`src/sv/ins_sort_pkg.sv`:
```
// ----------------------------------------------------------------------------
// Insertion sorter package
// Word types for the input and result ports and the cell link types.
// ----------------------------------------------------------------------------
package ins_sort_pkg;

  localparam int unsigned ValueW = 32;

  typedef struct packed {
    logic signed [ValueW-1:0] value;
    logic                     end_of_set;
  } in_word_t;

  typedef struct packed {
    logic signed [ValueW-1:0] sorted_value;
    logic                     final_res;
    logic                     overflowed;
  } out_word_t;

  // What a cell shows its neighbors.
  typedef struct packed {
    logic signed [ValueW-1:0] value;
    logic                     valid;
    logic                     ins;    // new word lands at or below this cell
  } link_t;

  typedef struct packed {
    logic insert;  // place the broadcast word this cycle
    logic drain;   // shift the whole row down one place
  } cell_ctrl_t;

endpackage

```
`src/sv/ins_sort_cell.sv`:
```
// ----------------------------------------------------------------------------
// Insertion sorter cell
// One sorted slot: compares against the broadcast word, shifts up on insert
// and down on drain.
// ----------------------------------------------------------------------------
module ins_sort_cell
  import ins_sort_pkg::*;
(
  input  logic                     clk_i,
  input  logic                     rst_ni,
  input  cell_ctrl_t               ctrl_i,
  input  logic signed [ValueW-1:0] new_value_i,
  input  link_t                    left_i,
  input  link_t                    right_i,
  output link_t                    link_o
);

  logic signed [ValueW-1:0] value_q, value_d;
  logic                     valid_q, valid_d;
  logic                     ins;

  // Strictly greater moves up, so equal words keep arrival order.
  assign ins = !valid_q || (value_q > new_value_i);

  always_comb begin
    value_d = value_q;
    valid_d = valid_q;
    if (ctrl_i.drain) begin
      value_d = right_i.value;
      valid_d = right_i.valid;
    end else if (ctrl_i.insert && ins) begin
      value_d = left_i.ins ? left_i.value : new_value_i;
      valid_d = valid_q | left_i.valid;
    end
  end

  always_ff @(posedge clk_i or negedge rst_ni) begin
    if (!rst_ni) begin
      valid_q <= 1'b0;
    end else begin
      valid_q <= valid_d;
    end
  end

  always_ff @(posedge clk_i) begin
    value_q <= value_d;
  end

  assign link_o = '{value: value_q, valid: valid_q, ins: ins};

endmodule

```
`src/sv/insertion_sorter_top.sv`:
```
// ----------------------------------------------------------------------------
// Insertion sorter top level
// Systolic insertion sort over one set of signed words at a time.
// ----------------------------------------------------------------------------
// Loading: one word per cycle, busy_o stays low while a set is filling.
// After the closing word is accepted, results follow from the next cycle on,
//   one per cycle, one for each stored word; busy_o is high while they come out.
// The drain length is set by the cell row shifting down one place a cycle.
// Reset clears every cell's valid flag, the drain flag and the drop flag.
// Results are strobed for one cycle each; the receiver cannot stall.
module insertion_sorter_top
  import ins_sort_pkg::*;
#(
  parameter int unsigned CAPACITY = 16
) (
  input  logic      clk_i,
  input  logic      rst_ni,
  input  logic      start_i,
  output logic      busy_o,
  input  in_word_t  in_i,
  output logic      res_valid_o,
  output out_word_t res_o
);

  // chain[0] is the fixed head, chain[i+1] is cell i, chain[CAPACITY+1]
  // is the empty tail that feeds zeros in while draining.
  link_t      chain [CAPACITY+2];
  cell_ctrl_t ctrl;
  logic       accept;
  logic       full;
  logic       drain_q, drain_d;
  logic       drop_q, drop_d;

  // Head: always valid, never an insertion point, so cell 0 takes the new
  // word directly whenever it is the insertion point.
  assign chain[0] = '{value: '0, valid: 1'b1, ins: 1'b0};
  assign chain[CAPACITY+1] = '{value: '0, valid: 1'b0, ins: 1'b1};

  assign accept = start_i && !drain_q;
  assign full   = chain[CAPACITY].valid;

  assign ctrl.insert = accept && !full;
  assign ctrl.drain  = drain_q;

  for (genvar i = 0; i < CAPACITY; i++) begin : g_cell
    ins_sort_cell u_cell (
      .clk_i       (clk_i),
      .rst_ni      (rst_ni),
      .ctrl_i      (ctrl),
      .new_value_i (in_i.value),
      .left_i      (chain[i]),
      .right_i     (chain[i+2]),
      .link_o      (chain[i+1])
    );
  end

  // Drain runs until the word behind cell 0 is empty; the drop flag lives
  // for the whole set and is cleared with the last result.
  always_comb begin
    drain_d = drain_q;
    drop_d  = drop_q;
    if (drain_q) begin
      if (!chain[2].valid) begin
        drain_d = 1'b0;
        drop_d  = 1'b0;
      end
    end else if (accept) begin
      if (full) begin
        drop_d = 1'b1;
      end
      if (in_i.end_of_set) begin
        drain_d = 1'b1;
      end
    end
  end

  always_ff @(posedge clk_i or negedge rst_ni) begin
    if (!rst_ni) begin
      drain_q <= 1'b0;
      drop_q  <= 1'b0;
    end else begin
      drain_q <= drain_d;
      drop_q  <= drop_d;
    end
  end

  assign busy_o      = drain_q;
  assign res_valid_o = drain_q;
  assign res_o       = '{sorted_value: chain[1].value,
                         final_res:    !chain[2].valid,
                         overflowed:   drop_q};

endmodule
```
`config.mk`:
```
export PLATFORM = sky130hd
export DESIGN_NAME = insertion_sorter_top
export DESIGN_NICKNAME = d
export VERILOG_FILES = /design/src/sv/ins_sort_pkg.sv /design/src/sv/ins_sort_cell.sv /design/src/sv/insertion_sorter_top.sv
export SDC_FILE = /design/constraint.sdc
export NUM_CORES = 2
export LEC_CHECK = 0
export CAP_MARGIN = 10
export CORE_MARGIN = 1.5
export CORE_UTILIZATION = 55
export CTS_CLUSTER_SIZE = 40
export DETAILED_ROUTE_END_ITERATION = 7
export DONT_BUFFER_PORTS = 1
export PLACE_DENSITY = 0.78
export SKIP_LAST_GASP = 1
export SLEW_MARGIN = 20
export SYNTH_ARGS = -nofsm -noshare
export SYNTH_HDL_FRONTEND = slang
export SYNTH_SLANG_ARGS = --single-unit
export TNS_END_PERCENT = 5
```
`constraint.sdc`:
```
create_clock -name clk_i -period 5.5 [get_ports clk_i]
set_input_delay 0.825 -clock clk_i [delete_from_list [all_inputs] [get_ports clk_i]]
set_output_delay 0.825 -clock clk_i [all_outputs]
set_load 0.1 [all_outputs]
```
==> key figures <==
Clocking
  – Clk sinks: between 500 and 600
  – Clock Latency Late Sink: around 0.65 ns
  – H-tree depth: 2
  – Post CTS Setup Buffer Count: 0
  – Cts bufs inserted: 57
  – Clock transition at path regs: approximately 0.07 ns
  – Root buffer cell: clkbuf_16
  – CTS tree: yes
  – Clock buffer depth: 3

Floorplan
  – Core area: approximately 73000 um^2
  – Die area: about 75000 um^2
  – Die width: roughly 270 um
  – Num rows: just under 100
  – Ports: 72
  – DIE HEIGHT: about 270 um
  – Initial Util: between 50% and 60%

Synth
  – Async SR Flop Fraction: 3.396%
  – Post-Syn Area: 40250 um^2
  – FF+latch count, synth: between 500 and 600
  – Synth Warn #: 0
  – Post-synthesis cell count: 4179
  – Cell variety after synth: 72
  – Main synth FF type: edfxtp_1
  – Syn Area/Cell: 9.633 um^2
  – Syn Nets: about 4700
  – EDFF count, synth: 480
  – Sequential share of the synthesized area: around two fifths

Cells and area
  – Diodes inserted: 0
  – Share of cells above drive strength 1: 7.288%
  – Area Overhead vs Synth: 6.863%
  – Layout Nets: about 4500
  – Core Util, Final: 59.16%

Detailed routing
  – Vias per Instance: 7.138
  – Post-route DRC: 0
  – TritonRoute pass-1 iters: 7
  – ANT nets after route: 0
  – Via count: 35741
  – Iteration-0 DRC Markers: between 4000 and 5000
  – WL per Instance: roughly 25 um
  – Final WL: 123300 um

GRT
  – GRT Residual Overflow: 0
  – Gr usage total: 32.33%
  – Initial antenna violation count: 0
  – Vias in the first global route: about 34000
  – Largest net degree at the start of global routing: roughly 240
  – First-pass GRT wire length: between 150000 and 200000 um

Setup path
  – Data required, critical path: 5.79 ns
  – R2R cell count: 10
  – Worst setup EP type: register
  – Reg-to-reg critical path startpoint: g_cell[0].u_cell.value_q[22]$_DFFE_PP_
  – CP Launch Type: register
  – Slowest stage delay, CP: between 0.8 and 0.9 ns
  – Most common cell on crit path: buf_4
  – Critical path class: reg2reg
  – CP max-delay cell: edfxtp_1
  – Worst path cell trace: ha_1 > nand4_1 > nor4_2 > nor2b_1 > o21a_1 > a2111oi_4 > or2_1 > buf_4 > o21bai_4 > buf_4
  – R2R Setup Slk: between 1 and 1.5 ns
  – Crit Path Max Fanout: 32
  – Worst r2r dst: g_cell[0].u_cell.value_q[22]$_DFFE_PP_
  – Crit path DAT: 4.47 ns

Timing
  – Final hold violations: 0
  – Tmin final: 4.185 ns
  – Setup violators final: 0
  – FMAX: 239.0 MHz
  – Final Max Tran Viols: 0
  – Setup_tns: 0 ns
  – Layout Skew: between 0.02 and 0.025 ns
  – Slew at the pin closest to its max-slew limit: between 1 and 1.5 ns
  – Tcrit/Tclk final: 76.08%
  – Worst slew margin: approximately 25%
  – RSZ-0062 raised after global routing: false

Power
  – Peak supply drop: 0.4377 mV
  – Leak: approximately 17 nW
  – Pwr per Cell Area: between 600 and 700 nW/um^2

Placed design
  – RD Place Congestion: between 0.9 and 1
  – Hpwl dp: ~90000 um
  – Port Buffers: 0

Worst hold path
  – Worst min path class: in2async

Run status
  – Outcome: complete, no violations

Run
  – Max-cap violations: 0
-- how the worst max path moves through the flow --
| stage | startpoint | endpoint | slack, ns | cells after the start |
|---|---|---|---|---|
| floorplan | in_i[30] | g_cell[10].u_cell.value_q[0]$_DFFE_PP_ | 0.65 | 11 |
| global placement | in_i[24] | g_cell[12].u_cell.value_q[0]$_DFFE_PP_ | 1.06 | 9 |
| detailed placement | in_i[32] | g_cell[5].u_cell.value_q[5]$_DFFE_PP_ | 1.01 | 10 |
| CTS | g_cell[0].u_cell.value_q[22]$_DFFE_PP_ | g_cell[0].u_cell.value_q[22]$_DFFE_PP_ | 1.35 | 10 |
| global route | g_cell[0].u_cell.value_q[22]$_DFFE_PP_ | g_cell[0].u_cell.value_q[31]$_DFFE_PP_ | 1.16 | 10 |
| finish | g_cell[0].u_cell.value_q[22]$_DFFE_PP_ | g_cell[0].u_cell.value_q[22]$_DFFE_PP_ | 1.32 | 10 |
-- worst max-delay path, delay by kind of cell, from the launching register on --
family	cells	cell delay [ns]
and+or+nand+nor	4	1.44
DFF	1	0.81
buffers and inverters	2	0.63
adders and majority gates	1	0.51
AOI/OAI and AO/OA	3	0.42
-- logic make-up after synthesis --
logic type	count (synthesis)	synth area share [%]
simple gates	1112	15.63
flops	530	38.52
fa+ha+maj	480	14.92
buf+inv	645	6.655
compound gates	1412	24.28
-- layout make-up --
class                           instances  area [um^2]
Clock buffer                           83         1634
Clock inverter                         24        192.7
Fill cell                            6093        29690
Inverter                              256        960.9
Multi-Input combinational cell       3004        22340
Sequential cell                       530        15510
Tap cell                              959         1200
Timing Repair Buffer                  151         1185
-- Yosys cell counts (all sizes together) (32+ instances only) --
cell | instances | area [um^2]
nand3 | 177 | 885.9
inv | 256 | 960.9
a221o | 128 | 1281
clkbuf | 301 | 1130
nor4 | 46 | 327.8
a21o | 129 | 968.4
nor2b | 95 | 594.3
nor4b | 63 | 566.8
nand4 | 191 | 1201
ha | 480 | 6006
dfxtp | 32 | 640.6
buf | 88 | 588.1
nor2 | 61 | 229.0
a22oi | 98 | 735.7
a21oi | 251 | 1256
o31ai | 76 | 575.6
nor3b | 98 | 745.7
nand2 | 253 | 949.7
nand2b | 34 | 212.7
o21ai | 325 | 1630
a31oi | 101 | 631.9
o311ai | 162 | 1419
nor3 | 52 | 260.3
edfxtp | 480 | 14410
o21bai | 41 | 307.8
-- layer usage --
metal	track usage [%]	up-vias	wire length (um)
li1	-	16010	-
met1	44.17	17322	49720
met2	51.91	2029	58040
met3	3.465	380	9959
met4	14.39	0	5530
met5	0	-	0
-- what timing repair did --
item / in CTS / in global routing
hold buffers: 1 / 0
gates resized for setup: 0 / 0
hold endpoints to repair: 18 / 0
-- metrics by stage --
step	hold slack (ns)	area [um^2]	std cells	worst slack (ns)	power, W
after floorplan	0.4763	40250	4179	0.6455	0.02139
after global placement	0.5062	41170	4898	1.061	0.02504
after detailed placement	0.5118	41180	4899	1.013	0.02565
after CTS	0.3292	43020	5007	1.348	0.02964
after global routing	0.1640	43020	5007	1.159	0.03193
final	0.1726	43020	5007	1.315	0.03004
-- flip-flops by register name (all words and copies together), names as in the netlist --
signal and count:
busy_o 1, drop_q 1, g_cell.u_cell.valid_q 16, g_cell.u_cell.value_q 512
-- report_power, final --
part / internal, W / switching, W / total [W] / leakage, nW
registers: 0.00809 / 0.00290 / 0.0110 / 5.15
clock network: 0.00216 / 0.00176 / 0.00391 / 0.897
logic: 0.00574 / 0.00941 / 0.0151 / 11.0
-- layout by cell type (no fill, tap or decap), types with 34 or more instances in the layout --
cell type / Yosys / routed
ha_1: 480 / 480
edfxtp_1: 480 / 480
o21ai_0: 284 / 282
inv_1: 256 / 256
a21oi_1: 251 / 251
nand2_1: 253 / 251
nand4_1: 190 / 190
nand3_1: 177 / 177
buf_4: 34 / 145
a21o_1: 129 / 129
a221o_1: 128 / 128
o311ai_1: 120 / 120
a31oi_1: 101 / 100
a22oi_1: 98 / 98
nor2b_1: 95 / 95
nor3b_1: 96 / 95
o31ai_1: 75 / 69
nor4b_1: 62 / 62
nor2_1: 61 / 61
clkbuf_16: 0 / 57
nor3_1: 52 / 52
o311ai_0: 42 / 42
nor4_1: 41 / 41
o21ai_1: 40 / 40
nand2b_1: 34 / 34
Power figures use the tool's default switching activity.
